**src/sv/mwaf_pkg.sv**
```systemverilog
package mwaf_pkg;

  localparam int WINDOW_LEN_DEF   = 8;
  localparam int QUEUE_DEPTH      = 4;
  localparam int DIV_DW           = 50;
  localparam int DIV_VW           = 26;
  localparam int DIV_STEPS_WIDE   = 50;
  localparam int DIV_STEPS_NARROW = 32;
  localparam int DIV_CNT_W        = 6;
  localparam int ACC_W            = 41;
  localparam int SUMW_W           = 23;

  localparam logic [2:0] CFG_FLOOR   = 3'd0;
  localparam logic [2:0] CFG_CEILING = 3'd1;
  localparam logic [2:0] CFG_HISTORY = 3'd2;
  localparam logic [2:0] CFG_DECAY   = 3'd3;
  localparam logic [2:0] CFG_MEDIAN  = 3'd4;

  typedef enum logic [1:0] {
    ORIGIN_NEW   = 2'd0,
    ORIGIN_HELD  = 2'd1,
    ORIGIN_CLAMP = 2'd2
  } origin_t;

  typedef struct packed {
    origin_t            kind;
    logic signed [15:0] value;
  } job_t;

  typedef struct packed {
    logic signed [15:0] floor_v;
    logic signed [15:0] ceil_v;
    logic [15:0]        hist_w;
    logic [15:0]        decay;
    logic               median_only;
  } cfg_t;

  typedef struct packed {
    logic              go;
    logic              narrow;
    logic [DIV_DW-1:0] dividend;
    logic [DIV_VW-1:0] divisor;
  } div_req_t;

  typedef enum logic [3:0] {
    B_IDLE, B_WIN, B_WDIV, B_WWAIT, B_MUL, B_ACC,
    B_PP, B_NUM, B_MAG, B_FDIV, B_FWAIT, B_DONE
  } back_state_t;

  // Q16.8 average to a 16-bit sample, rounded to nearest with ties away from zero.
  function automatic logic signed [15:0] avg_to_out(input logic signed [23:0] a);
    logic        neg;
    logic [23:0] mag;
    logic [16:0] q;
    neg = a[23];
    mag = neg ? 24'(24'd0 - a) : a;
    q   = 17'((25'(mag) + 25'd128) >> 8);
    if (!neg) begin
      return (q > 17'd32767) ? 16'sh7FFF : $signed(q[15:0]);
    end
    return (q > 17'd32768) ? 16'sh8000 : $signed(16'(17'd0 - q));
  endfunction

endpackage

```
**src/sv/median3_weighted_average_filter.sv**
```systemverilog
// Clamped and held items are presented straight from the queue head when the back end is idle.
// A group-closing item passes one division in median mode and, in window mode, one weight division
// per valid window entry before the final one; the shared serial divider does them all.
// Throughput: the back end runs one item at a time; a four-item queue takes input meanwhile.
// Reset (synchronous, active low) restores register defaults and empties group,
// window fill and average; window contents stay undefined until written.
module median3_weighted_average_filter #(
  parameter int WINDOW_LEN = mwaf_pkg::WINDOW_LEN_DEF
) (
  input  logic        clk,
  input  logic        rst_n,
  input  logic        in_tvalid,
  output logic        in_tready,
  input  logic [15:0] in_tdata,   // sample
  output logic        out_tvalid,
  input  logic        out_tready,
  output logic [15:0] out_tdata,  // filtered
  output logic [1:0]  out_tuser,  // origin_code
  input  logic        cfg_we,
  input  logic [2:0]  cfg_index,
  input  logic [15:0] cfg_wdata
);

  mwaf_pkg::cfg_t cfg_r;
  logic           push;
  mwaf_pkg::job_t push_job;
  logic           q_full;
  logic           q_empty;
  logic           pop;
  mwaf_pkg::job_t head;

  always_ff @(posedge clk) begin
    if (!rst_n) begin
      cfg_r <= '{floor_v: 16'sh8000, ceil_v: 16'sh7FFF, hist_w: 16'd256,
                 decay: 16'd256, median_only: 1'b0};
    end else if (cfg_we) begin
      unique case (cfg_index)
        mwaf_pkg::CFG_FLOOR:   cfg_r.floor_v     <= $signed(cfg_wdata);
        mwaf_pkg::CFG_CEILING: cfg_r.ceil_v      <= $signed(cfg_wdata);
        mwaf_pkg::CFG_HISTORY: cfg_r.hist_w      <= cfg_wdata;
        mwaf_pkg::CFG_DECAY:   cfg_r.decay       <= cfg_wdata;
        mwaf_pkg::CFG_MEDIAN:  cfg_r.median_only <= cfg_wdata[0];
        default: begin
        end
      endcase
    end
  end

  mwaf_front u_front (
    .clk       (clk),
    .rst_n     (rst_n),
    .in_tvalid (in_tvalid),
    .in_tready (in_tready),
    .in_tdata  (in_tdata),
    .cfg       (cfg_r),
    .push      (push),
    .push_job  (push_job),
    .q_full    (q_full)
  );

  mwaf_queue #(.DEPTH(mwaf_pkg::QUEUE_DEPTH)) u_queue (
    .clk      (clk),
    .rst_n    (rst_n),
    .push     (push),
    .push_job (push_job),
    .full     (q_full),
    .pop      (pop),
    .head     (head),
    .empty    (q_empty)
  );

  mwaf_back #(.WINDOW_LEN(WINDOW_LEN)) u_back (
    .clk        (clk),
    .rst_n      (rst_n),
    .cfg        (cfg_r),
    .q_empty    (q_empty),
    .head       (head),
    .pop        (pop),
    .out_tvalid (out_tvalid),
    .out_tready (out_tready),
    .out_tdata  (out_tdata),
    .out_tuser  (out_tuser)
  );

endmodule

```
**src/sv/mwaf_front.sv**
```systemverilog
module mwaf_front (
  input  logic                clk,
  input  logic                rst_n,
  input  logic                in_tvalid,
  output logic                in_tready,
  input  logic [15:0]         in_tdata,
  input  mwaf_pkg::cfg_t      cfg,
  output logic                push,
  output mwaf_pkg::job_t      push_job,
  input  logic                q_full
);

  logic               acc;
  logic               in_range;
  logic signed [15:0] x;
  logic signed [15:0] t0_r;
  logic signed [15:0] t1_r;
  logic [1:0]         cnt_r;
  logic signed [15:0] lo;
  logic signed [15:0] hi;
  logic signed [15:0] mid;
  logic signed [15:0] med;

  assign in_tready = !q_full;
  assign acc       = in_tvalid && in_tready;
  assign push      = acc;
  assign x         = $signed(in_tdata);
  assign in_range  = !(x < cfg.floor_v) && !(x > cfg.ceil_v);

  always_comb begin
    lo  = (t0_r < t1_r) ? t0_r : t1_r;
    hi  = (t0_r < t1_r) ? t1_r : t0_r;
    mid = (hi < x) ? hi : x;
    med = (lo > mid) ? lo : mid;
    priority if (x < cfg.floor_v) begin
      push_job = '{kind: mwaf_pkg::ORIGIN_CLAMP, value: cfg.floor_v};
    end else if (x > cfg.ceil_v) begin
      push_job = '{kind: mwaf_pkg::ORIGIN_CLAMP, value: cfg.ceil_v};
    end else if (cnt_r < 2'd2) begin
      push_job = '{kind: mwaf_pkg::ORIGIN_HELD, value: 16'sd0};
    end else begin
      push_job = '{kind: mwaf_pkg::ORIGIN_NEW, value: med};
    end
  end

  always_ff @(posedge clk) begin
    if (!rst_n) begin
      cnt_r <= 2'd0;
    end else if (acc && in_range) begin
      if (cnt_r == 2'd0) begin
        t0_r  <= x;
        cnt_r <= 2'd1;
      end else if (cnt_r == 2'd1) begin
        t1_r  <= x;
        cnt_r <= 2'd2;
      end else begin
        cnt_r <= 2'd0;
      end
    end
  end

endmodule

```
**src/sv/mwaf_queue.sv**
```systemverilog
module mwaf_queue #(
  parameter int DEPTH = mwaf_pkg::QUEUE_DEPTH
) (
  input  logic           clk,
  input  logic           rst_n,
  input  logic           push,
  input  mwaf_pkg::job_t push_job,
  output logic           full,
  input  logic           pop,
  output mwaf_pkg::job_t head,
  output logic           empty
);

  localparam int AW = (DEPTH > 1) ? $clog2(DEPTH) : 1;
  localparam int CW = $clog2(DEPTH + 1);

  mwaf_pkg::job_t entry_r [DEPTH];
  logic [AW-1:0]  wp_r;
  logic [AW-1:0]  rp_r;
  logic [CW-1:0]  cnt_r;

  assign full  = (cnt_r == CW'(DEPTH));
  assign empty = (cnt_r == '0);
  assign head  = entry_r[rp_r];

  always_ff @(posedge clk) begin
    if (!rst_n) begin
      wp_r  <= '0;
      rp_r  <= '0;
      cnt_r <= '0;
    end else begin
      if (push) begin
        entry_r[wp_r] <= push_job;
        wp_r <= (wp_r == AW'(DEPTH - 1)) ? '0 : wp_r + 1'b1;
      end
      if (pop) begin
        rp_r <= (rp_r == AW'(DEPTH - 1)) ? '0 : rp_r + 1'b1;
      end
      if (push && !pop) begin
        cnt_r <= cnt_r + 1'b1;
      end else if (pop && !push) begin
        cnt_r <= cnt_r - 1'b1;
      end
    end
  end

endmodule

```
**src/sv/mwaf_div.sv**
```systemverilog
module mwaf_div (
  input  logic                          clk,
  input  logic                          rst_n,
  input  mwaf_pkg::div_req_t            req,
  output logic                          done,
  output logic [mwaf_pkg::DIV_DW-1:0]   quotient
);

  localparam int DW = mwaf_pkg::DIV_DW;
  localparam int VW = mwaf_pkg::DIV_VW;

  logic [DW-1:0]                  q_r;
  logic [VW-1:0]                  rem_r;
  logic [VW-1:0]                  dvs_r;
  logic [mwaf_pkg::DIV_CNT_W-1:0] cnt_r;
  logic                           busy_r;
  logic                           done_r;
  logic [VW:0]                    trial;
  logic                           fits;

  assign trial    = {rem_r, q_r[DW-1]};
  assign fits     = (trial >= {1'b0, dvs_r});
  assign done     = done_r;
  assign quotient = q_r;

  always_ff @(posedge clk) begin
    if (!rst_n) begin
      busy_r <= 1'b0;
      done_r <= 1'b0;
      cnt_r  <= '0;
    end else begin
      done_r <= 1'b0;
      if (req.go) begin
        q_r    <= req.dividend;
        dvs_r  <= req.divisor;
        rem_r  <= '0;
        busy_r <= 1'b1;
        cnt_r  <= req.narrow ? mwaf_pkg::DIV_CNT_W'(mwaf_pkg::DIV_STEPS_NARROW)
                             : mwaf_pkg::DIV_CNT_W'(mwaf_pkg::DIV_STEPS_WIDE);
      end else if (busy_r) begin
        rem_r <= fits ? VW'(trial - {1'b0, dvs_r}) : trial[VW-1:0];
        q_r   <= {q_r[DW-2:0], fits};
        cnt_r <= cnt_r - 1'b1;
        if (cnt_r == mwaf_pkg::DIV_CNT_W'(1)) begin
          busy_r <= 1'b0;
          done_r <= 1'b1;
        end
      end
    end
  end

endmodule

```
**src/sv/mwaf_back.sv**
```systemverilog
module mwaf_back #(
  parameter int WINDOW_LEN = mwaf_pkg::WINDOW_LEN_DEF
) (
  input  logic           clk,
  input  logic           rst_n,
  input  mwaf_pkg::cfg_t cfg,
  input  logic           q_empty,
  input  mwaf_pkg::job_t head,
  output logic           pop,
  output logic           out_tvalid,
  input  logic           out_tready,
  output logic [15:0]    out_tdata,
  output logic [1:0]     out_tuser
);

  localparam int IW  = (WINDOW_LEN > 1) ? $clog2(WINDOW_LEN) : 1;
  localparam int FW  = $clog2(WINDOW_LEN + 1);
  localparam int DW  = mwaf_pkg::DIV_DW;
  localparam int VW  = mwaf_pkg::DIV_VW;
  localparam int AW  = mwaf_pkg::ACC_W;
  localparam int SWW = mwaf_pkg::SUMW_W;

  mwaf_pkg::back_state_t state_r, state_nxt;
  mwaf_pkg::div_req_t    div_req;
  logic                  div_done;
  logic [DW-1:0]         div_q;

  logic signed [15:0]    win_mem [WINDOW_LEN];
  logic signed [15:0]    rd_data_r;
  logic [IW-1:0]         wp_r;
  logic [IW-1:0]         rd_ptr_r;
  logic [FW-1:0]         fill_r;
  logic [FW-1:0]         k_r;
  logic signed [15:0]    med_r;
  logic [16:0]           w_r;
  logic signed [33:0]    prod_r;
  logic signed [AW-1:0]  sum_l_r;
  logic [SWW-1:0]        sum_w_r;
  logic signed [40:0]    pp_r;
  logic signed [41:0]    num_r;
  logic [VW-1:0]         den_r;
  logic                  neg_r;
  logic [DW-1:0]         mag_r;
  logic signed [23:0]    prev_r;
  logic                  out_valid_r;
  logic [15:0]           out_data_r;
  mwaf_pkg::origin_t     out_origin_r;
  logic [15:0]           af;
  logic [16:0]           den_k;
  logic signed [49:0]    num256;
  logic                  last_k;

  assign af         = (cfg.decay == 16'd0) ? 16'd1 : cfg.decay;
  assign den_k      = 17'(af) + 17'({k_r, 8'b0});
  assign num256     = {num_r, 8'b0};
  assign last_k     = (k_r == FW'(fill_r - 1'b1));
  assign out_tvalid = out_valid_r;
  assign out_tdata  = out_data_r;
  assign out_tuser  = out_origin_r;

  mwaf_div u_div (
    .clk      (clk),
    .rst_n    (rst_n),
    .req      (div_req),
    .done     (div_done),
    .quotient (div_q)
  );

  always_ff @(posedge clk) begin
    if (!rst_n) begin
      state_r <= mwaf_pkg::B_IDLE;
    end else begin
      state_r <= state_nxt;
    end
  end

  always_comb begin
    state_nxt = state_r;
    pop       = 1'b0;
    div_req   = '{go: 1'b0, narrow: 1'b0, dividend: '0, divisor: '0};
    unique case (state_r)
      mwaf_pkg::B_IDLE: begin
        if (!q_empty && !out_valid_r) begin
          pop = 1'b1;
          if (head.kind == mwaf_pkg::ORIGIN_NEW) begin
            state_nxt = cfg.median_only ? mwaf_pkg::B_PP : mwaf_pkg::B_WIN;
          end
        end
      end
      mwaf_pkg::B_WIN:   state_nxt = mwaf_pkg::B_WDIV;
      mwaf_pkg::B_WDIV: begin
        div_req   = '{go: 1'b1, narrow: 1'b1,
                      dividend: {af, den_k[16:1], 18'b0}, divisor: VW'(den_k)};
        state_nxt = mwaf_pkg::B_WWAIT;
      end
      mwaf_pkg::B_WWAIT: if (div_done) state_nxt = mwaf_pkg::B_MUL;
      mwaf_pkg::B_MUL:   state_nxt = mwaf_pkg::B_ACC;
      mwaf_pkg::B_ACC:   state_nxt = last_k ? mwaf_pkg::B_PP : mwaf_pkg::B_WDIV;
      mwaf_pkg::B_PP:    state_nxt = mwaf_pkg::B_NUM;
      mwaf_pkg::B_NUM:   state_nxt = mwaf_pkg::B_MAG;
      mwaf_pkg::B_MAG:   state_nxt = mwaf_pkg::B_FDIV;
      mwaf_pkg::B_FDIV: begin
        div_req   = '{go: 1'b1, narrow: 1'b0,
                      dividend: mag_r + DW'(den_r >> 1), divisor: den_r};
        state_nxt = mwaf_pkg::B_FWAIT;
      end
      mwaf_pkg::B_FWAIT: if (div_done) state_nxt = mwaf_pkg::B_DONE;
      mwaf_pkg::B_DONE:  state_nxt = mwaf_pkg::B_IDLE;
      default:           state_nxt = mwaf_pkg::B_IDLE;
    endcase
  end

  always_ff @(posedge clk) begin
    rd_data_r <= win_mem[rd_ptr_r];
    if (state_r == mwaf_pkg::B_WIN) begin
      win_mem[wp_r] <= med_r;
    end
  end

  always_ff @(posedge clk) begin
    if (!rst_n) begin
      wp_r        <= '0;
      fill_r      <= '0;
      prev_r      <= '0;
      out_valid_r <= 1'b0;
    end else begin
      if (out_valid_r && out_tready) begin
        out_valid_r <= 1'b0;
      end
      unique case (state_r)
        mwaf_pkg::B_IDLE: begin
          if (pop) begin
            med_r   <= head.value;
            sum_l_r <= AW'($signed({head.value, 16'b0}));
            sum_w_r <= SWW'(65536);
            if (head.kind == mwaf_pkg::ORIGIN_CLAMP) begin
              out_data_r   <= head.value;
              out_origin_r <= mwaf_pkg::ORIGIN_CLAMP;
              out_valid_r  <= 1'b1;
            end else if (head.kind == mwaf_pkg::ORIGIN_HELD) begin
              out_data_r   <= mwaf_pkg::avg_to_out(prev_r);
              out_origin_r <= mwaf_pkg::ORIGIN_HELD;
              out_valid_r  <= 1'b1;
            end
          end
        end
        mwaf_pkg::B_WIN: begin
          rd_ptr_r <= wp_r;
          wp_r     <= (wp_r == IW'(WINDOW_LEN - 1)) ? '0 : wp_r + 1'b1;
          fill_r   <= (fill_r == FW'(WINDOW_LEN)) ? fill_r : fill_r + 1'b1;
          k_r      <= '0;
          sum_l_r  <= '0;
          sum_w_r  <= '0;
        end
        mwaf_pkg::B_WWAIT: begin
          if (div_done) begin
            w_r <= div_q[16:0];
          end
        end
        mwaf_pkg::B_MUL: begin
          prod_r <= $signed({1'b0, w_r}) * rd_data_r;
        end
        mwaf_pkg::B_ACC: begin
          sum_l_r  <= sum_l_r + AW'(prod_r);
          sum_w_r  <= sum_w_r + SWW'(w_r);
          k_r      <= k_r + 1'b1;
          rd_ptr_r <= (rd_ptr_r == '0) ? IW'(WINDOW_LEN - 1) : rd_ptr_r - 1'b1;
        end
        mwaf_pkg::B_PP: begin
          pp_r <= prev_r * $signed({1'b0, cfg.hist_w});
        end
        mwaf_pkg::B_NUM: begin
          num_r <= 42'(sum_l_r) + 42'(pp_r);
          den_r <= VW'(sum_w_r) + VW'({cfg.hist_w, 8'b0});
        end
        mwaf_pkg::B_MAG: begin
          neg_r <= num_r[41];
          mag_r <= num_r[41] ? DW'(50'sd0 - num256) : DW'(num256);
        end
        mwaf_pkg::B_FDIV: begin
        end
        mwaf_pkg::B_FWAIT: begin
          if (div_done) begin
            if (!neg_r) begin
              prev_r <= (div_q > DW'(8388607)) ? 24'sh7FFFFF : $signed(div_q[23:0]);
            end else begin
              prev_r <= (div_q > DW'(8388608)) ? 24'sh800000
                                               : $signed(24'(24'd0 - div_q[23:0]));
            end
          end
        end
        mwaf_pkg::B_DONE: begin
          out_data_r   <= mwaf_pkg::avg_to_out(prev_r);
          out_origin_r <= mwaf_pkg::ORIGIN_NEW;
          out_valid_r  <= 1'b1;
        end
        default: begin
        end
      endcase
    end
  end

`ifndef SYNTHESIS
  a_pop_free: assert property (@(posedge clk) disable iff (!rst_n)
    pop |-> !out_valid_r)
    else $error("item taken from queue while the output register is full");
  a_fill_bound: assert property (@(posedge clk) disable iff (!rst_n)
    fill_r <= FW'(WINDOW_LEN))
    else $error("window fill count beyond window length");
  a_final_done: assert property (@(posedge clk) disable iff (!rst_n)
    (state_r == mwaf_pkg::B_FWAIT && div_done) |=> (state_r == mwaf_pkg::B_DONE))
    else $error("final division did not lead to the result");
  a_done_out: assert property (@(posedge clk) disable iff (!rst_n)
    (state_r == mwaf_pkg::B_DONE) |=> out_valid_r)
    else $error("computed average not presented");
`endif

endmodule

```
**config.mk**
```make
export PLATFORM = sky130hd
export DESIGN_NAME = median3_weighted_average_filter
export DESIGN_NICKNAME = d
export VERILOG_FILES = /design/src/sv/mwaf_pkg.sv /design/src/sv/median3_weighted_average_filter.sv /design/src/sv/mwaf_front.sv /design/src/sv/mwaf_queue.sv /design/src/sv/mwaf_div.sv /design/src/sv/mwaf_back.sv
export SDC_FILE = /design/constraint.sdc
export NUM_CORES = 2
export LEC_CHECK = 0
export BUFFER_PORTS_ARGS = -buffer_cell sky130_fd_sc_hd__buf_2
export CAP_MARGIN = 0
export CORE_ASPECT_RATIO = 0.9
export CORE_UTILIZATION = 25
export CTS_CLUSTER_DIAMETER = 50
export CTS_CLUSTER_SIZE = 40
export DETAILED_ROUTE_END_ITERATION = 8
export GPL_ROUTABILITY_DRIVEN = 0
export HOLD_SLACK_MARGIN = 0.12
export SLEW_MARGIN = 0
export SYNTH_ARGS = -nofsm -noshare
export SYNTH_HDL_FRONTEND = slang
export SYNTH_HIERARCHICAL = 1
export SYNTH_SLANG_ARGS = --single-unit
```
**constraint.sdc**
```tcl
create_clock -name clk -period 7.2 [get_ports clk]
set_clock_uncertainty 0.1 [all_clocks]
set_input_delay 1.44 -clock clk [delete_from_list [all_inputs] [get_ports clk]]
set_output_delay 1.44 -clock clk [all_outputs]
set_load 0.1 [all_outputs]
```
Word-level counts from Yosys, hierarchy flattened
Memory sizes are Yosys's and may differ from the RTL's. A register that Yosys moved wholly into a read port is not among the register bits.
Cells that the tools add are included.
{"block": "classes", "n_eq_ne": 31, "bitwise_logic": 4, "add_sub_neg": 22, "multipliers": 2, "magnitude_cmp": 11, "mux": 81, "reduce_logical": 48}
{"operator": "16-bit two-way mux", "n": 13}
{"operator": "78-bit case mux with 2 select lines", "n": 1}
{"operator": "41-bit case mux with 3 select lines", "n": 1}
{"operator": "50-bit two-way mux", "n": 2}
{"operator": "24-bit two-way mux", "n": 4}
{"operator": "23-bit case mux with 3 select lines", "n": 1}
{"operator": "26-bit two-way mux", "n": 2}
{"operator": "50-bit by 25-bit adder with 50-bit output", "n": 1}
{"operator": "50-bit by 23-bit greater-than comparator with 1-bit output (second input constant)", "n": 1}
{"operator": "50-bit by 24-bit greater-than comparator with 1-bit output (second input constant)", "n": 1}
{"operator": "1-bit by 50-bit subtractor with 50-bit output (first input constant)", "n": 1}
{"operator": "49-bit two-way mux", "n": 1}
{"operator": "16-bit < comparator", "n": 3}
{"operator": "1-bit by 24-bit subtractor with 24-bit output (first input constant)", "n": 2}
{"operator": "4-bit case mux with 11 select lines", "n": 1}
{"operator": "41-bit by 41-bit adder with 42-bit output", "n": 1}
{"operator": "41-bit by 34-bit adder with 41-bit output", "n": 1}
{"operator": "24-bit by 17-bit multiplier with 41-bit output", "n": 1}
{"operator": "41-bit two-way mux", "n": 1}
{"operator": "18-bit two-way mux", "n": 2}
{"operator": "18-bit by 16-bit multiplier with 34-bit output", "n": 1}
{"operator": "16-bit greater-than comparator", "n": 2}
{"operator": "16-bit case mux with 2 select lines", "n": 1}
{"operator": "2-bit AND reduction", "n": 14}
{"operator": "54 further kinds", "n": 140}
{"block": "totals", "out_inout_bits": 20, "ramBits": 200, "regBits": 568, "wordCells": 238, "inputBits": 40, "mem_count": 2}
{"memory": "u_back.win_mem", "words": 8, "word_bits": 16, "rd": 1, "rd_clocked_by_memory_dff": 1, "write_ports": 1, "line": "mwaf_back.sv:28", "text": "logic signed [15:0] win_mem [WINDOW_LEN];"}
{"memory": "u_queue.entry_r", "words": 4, "word_bits": 18, "rd": 1, "rd_clocked_by_memory_dff": 1, "write_ports": 1, "line": "mwaf_queue.sv:17", "text": "mwaf_pkg::job_t entry_r [DEPTH];"}

Longest topological paths before layout
{"block": "logic_depth", "word_depth": 13, "mapped_depth": 30}

Cells and area by module
The synthesis kept the hierarchy.
{"mod": "mwaf_back", "n_inst": 1, "area_per_inst_um2": 50415.9, "seq_area_each_um2": 14103.5, "cells_each": 5111}
{"mod": "mwaf_div", "n_inst": 1, "area_per_inst_um2": 5883.1, "seq_area_each_um2": 3223.1, "cells_each": 473}
{"mod": "mwaf_front", "n_inst": 1, "area_per_inst_um2": 4232.8, "seq_area_each_um2": 1001.0, "cells_each": 480}
{"mod": "mwaf_queue", "n_inst": 1, "area_per_inst_um2": 3100.5, "seq_area_each_um2": 2342.2, "cells_each": 139}
{"mod": "median3_weighted_average_filter", "n_inst": 1, "area_per_inst_um2": 2621.3, "seq_area_each_um2": 1301.2, "cells_each": 251}

Least setup slack after synthesis
OpenSTA, ideal clock, no wires.
{"block": "synth_timing", "path_kind": "reg-to-reg", "startpoint": "register u_back.prev_r[23]", "endpoint": "register u_back.pp_r[36], data pin", "path_slack_ns": -0.518, "path_buffers": 6, "arrival_ns": 7.361, "t_required_ns": 6.842, "setup_time_ns": 0.258, "stages_incl_launch_ff": 25, "cell_sequence": "dfxtp_1 > clkbuf_1 > clkbuf_1 > clkbuf_1 > buf_1 > clkbuf_1 > clkbuf_1 > nand2_1 > fa_1 > inv_1 > fa_1 > fa_1 > fa_1 > fa_1 > inv_1 > fa_1 > inv_1 > ha_1 > a21oi_1 > nand2_1 > o21ai_0 > a211oi_1 > or3_1 > a21oi_1 > xnor2_1"}
{"block": "synth_via", "elab_chain_len": 1}
{"element": "start, declared", "line": "mwaf_back.sv:44", "text": "logic signed [23:0] prev_r;"}
{"element": "start signal, assigned", "line": "mwaf_back.sv:185", "text": "prev_r <= (div_q > DW'(8388607)) ? 24'sh7FFFFF : $signed(div_q[23:0]);"}
{"element": "start signal, assigned", "line": "mwaf_back.sv:187", "text": "prev_r <= (div_q > DW'(8388608)) ? 24'sh800000"}
{"element": "24-bit by 17-bit multiplier with 41-bit output", "line": "mwaf_back.sv:170", "text": "pp_r <= prev_r * $signed({1'b0, cfg.hist_w});"}
{"element": "end signal, assigned", "line": "mwaf_back.sv:170"}
{"element": "end, declared", "line": "mwaf_back.sv:39", "text": "logic signed [40:0] pp_r;"}
No other way between the ends.
A chain may end at the register's enable or synchronous reset.

Worst setup path in the final report
{"block": "layout_timing", "startpoint": "register cfg_r[23] in the netlist's numbering", "endpoint": "register u_back.pp_r[36], data pin"}
{"block": "layout_via", "elab_chain_len": 1}
{"element": "start, declared", "line": "median3_weighted_average_filter.sv:24", "text": "mwaf_pkg::cfg_t cfg_r;"}
{"element": "start signal, assigned", "line": "median3_weighted_average_filter.sv:34", "text": "cfg_r <= '{floor_v: 16'sh8000, ceil_v: 16'sh7FFF, hist_w: 16'd256,"}
{"element": "24-bit by 17-bit multiplier with 41-bit output", "line": "mwaf_back.sv:170"}
No other way between the ends.

==> run metrics <==
status complete, no violations; first-pass GRT wire length 283 mm; initial antenna violation count 9; Synth area leader edfxtp_1; dominant cells by area after synthesis edfxtp_1, fa_1, ha_1; P_leak 0.0315 uW; Final Setup Violations 0; fin crit share 96.6%; Clk network pwr share 16.2%; I/O pin cnt 60; slowest stage delay, CP 550 ps; Placed Cells incl. Taps 9974; Worst Setup Start Kind flop; initial cell density of the core 25.3%; Setup CP Type flop to flop; Syn Std Cell Area 66300 um^2; Tmin final 6960 ps; Netlist cell types 115; met1 usage 19.3%; Sw Ratio 44.4%; Logic pwr share 60.7%; Fillers 27.3k; worst-path maximum fanout 10; layout cells sized above 1 10.1%; FF+latch count, synth 777; # DRC 0; Die H 490 um; CP Cell Sequence buf_4, and2_1, fa_1, fa_1, ha_1, fa_1, inv_1, fa_1, fa_1, inv_1, ha_1, nor2b_1, o41ai_1, buf_4, nand2_1, o41a_1, o41ai_4, a211oi_2, or3_1, a21oi_1, xnor2_1; clock root cell clkbuf_16; Async SR Flop Fraction 0%; htree depth 3; die area 267000 um^2; commonest non-fill, non-tap cell in the layout inv_1; Routed WL 183 mm; relative slew slack 15.7%; CTS Buf Count 85; number of port buffers 59; Syn Nets 7572; worst path arrival time 7290 ps; number of global-route vias before repair 48.1k; Worst Path Buf+Inv 4; commonest non-fill, non-tap cells in the layout inv_1, nand2_1, edfxtp_1; CP Capture Type flop; Pins Over Slew Limit 0; crit path max-delay cell type fa_1; Post-DP HPWL 144 mm; Final #Nets 7679; Final Non-Filler Cells 10.1k; f_max 144 MHz; M3 GR Usage 1.94%; CP top delay family adder cells; Post-Syn Area per Cell 10.3 um^2; M2 GR Usage 21.6%; Flop pwr share 23.1%; area growth from synthesis to layout 13.1%; Power, Total 29600 uW; clk sinks 777; clock buffer depth 3; sequential element share of the synthesized area 33.2%; EDFF count, synth 641; Post-Syn Instances 6454; Hold Worst Slack 384 ps; Synth top area share 29.1%; type of the most critical hold path flop to flop; Internal 16400 uW; Tightest Pin Transition 1260 ps; core area 262000 um^2; row cnt 178; RSZ-0062 raised after global routing false; most crowded layer after global routing met2; gr ovfl total 0; drt pass-1 iters 6; final hold vios 0; Yosys warnings 6; fin util 28.6%; DR vias 47.9k; ys flop type edfxtp_1; Final ANT Viol Nets 0; sw power 13100 uW; via density per instance 4.72; clk slew on worst S/H paths 70 ps; pwr dens 395 nW/um^2; worst skew pair latency 700 ps; Die W 545 um; cell repeated most along the worst path fa_1; # hold bufs at CTS 0; CP required 7540 ps; Final Cell Area 74900 um^2; gr usage total 13.5%; Avg WL per Cell 18.0 um; VDD IR max 1020 uV; Detailed Route Iter0 Violations 4437; CTS tree built; Max Cap Viol 0; area of placed instances 71600 um^2; largest net degree at the start of global routing 68
==> what timing repair did <==
item	in CTS	in global routing
pin swaps	0	5
gates resized for setup	5	40
buffers inserted	2	8
setup endpoints to repair	2	79
==> metrics by stage <==
step | setup TNS (ps) | setup slack, ps
2_1_floorplan | 0 | 12.7
3_3_place_gp | -90.0 | -90.0
3_5_place_dp | -196 | -113
4_1_cts | 0 | 13.5
5_1_grt | 0 | 3.74
6_report | 0 | 244
==> layout make-up <==
cell class                 count  area [um^2]  share of cell area [%]
sequential                   777        22000                    29.4
antenna                        5         12.5                  0.0167
tap                         3510         4390                    5.86
clock buffer                  91         2240                    3.00
timing repair buffer         266         1950                    2.61
inverter                     951         3570                    4.77
multi-input combinational   4480        39900                    53.2
clock inverter                69          866                    1.16
==> sequential cells by signal (all words and copies together) (netlist names), 34 cells and up, named ones only <==
register and flops:
u_back/pp_r 41, u_back/mag_r 42, u_back/win_mem 128, u_back/sum_l_r 41, u_back/u_div/quotient 50, cfg_r 65
u_queue/entry_r 72, u_back/prod_r 34, u_back/num_r 42
==> worst reg2reg max path, stage by stage, from the launching register on <==
cell	delay (ps)
dfxtp_1	430
buf_4	220
and2_1	170
fa_1	450
fa_1	520
ha_1	240
fa_1	540
inv_1	50
fa_1	460
fa_1	550
inv_1	40
ha_1	340
nor2b_1	170
o41ai_1	340
buf_4	190
nand2_1	100
o41a_1	520
o41ai_4	460
a211oi_2	180
or3_1	370
a21oi_1	180
xnor2_1	80
==> path summary, 6_finish.rpt <==
| kind | start | end | slack (ps) | cells past startpoint |
|---|---|---|---|---|
| worst max-delay path | cfg_r[23]$_SDFFE_PN0P_ | u_back/pp_r[36]$_DFFE_PP_ | 240 | 21 |
| worst min-delay path | u_back/sum_w_r[5]$_DFFE_PP_ | u_back/den_r[5]$_DFFE_PP_ | 380 | 0 |
| worst max register to register | cfg_r[23]$_SDFFE_PN0P_ | u_back/pp_r[36]$_DFFE_PP_ | 240 | 21 |
| worst min register to register | u_back/sum_w_r[5]$_DFFE_PP_ | u_back/den_r[5]$_DFFE_PP_ | 380 | 0 |
==> cells by family (layout without fill, tap and decap cells) <==
logic type	after synthesis	count (layout)	synth area share, %
AOI/OAI and AO/OA	980	980	9.86
buffers and inverters	1197	1377	7.02
adders and majority gates	1079	1079	27.1
DFF	777	777	33.2
and+or+nand+nor	1862	1862	13.8
xor gates and xnor gates	306	306	4.06
muxes	252	252	4.96
other	1	6	0.00566
==> power groups by stage <==
| stage | Sequential [uW] | Combinational [uW] | Clock [uW] |
|---|---|---|---|
| floorplan | 6930 | 12800 | 0 |
| global placement | 6910 | 17100 | 0 |
| detailed placement | 6920 | 17300 | 0 |
| CTS | 6840 | 17700 | 4900 |
| global route | 6880 | 20200 | 5050 |
| finish | 6840 | 17900 | 4800 |
==> metal layers <==
layer / up-vias / share of wire [%]
met1: 24100 / 45
met3: 216 / 6.8
met4: 6 / 2.2
met2: 1546 / 46
li1: 22000 / -
met5: - / 0.022
==> Yosys cell counts (94+ instances only) <==
library cell  number
mux2i_1          126
xnor2_1          197
a21oi_1          276
edfxtp_1         641
and2_1           341
clkbuf_1         203
nand2_1          675
ha_1             485
o21ai_0          177
inv_1            950
nor2_1           293
nand3_1          106
xor2_1           108
nor3_1            94
a21o_1           109
fa_1             593
dfxtp_1          136
Power figures use the tool's default switching activity.
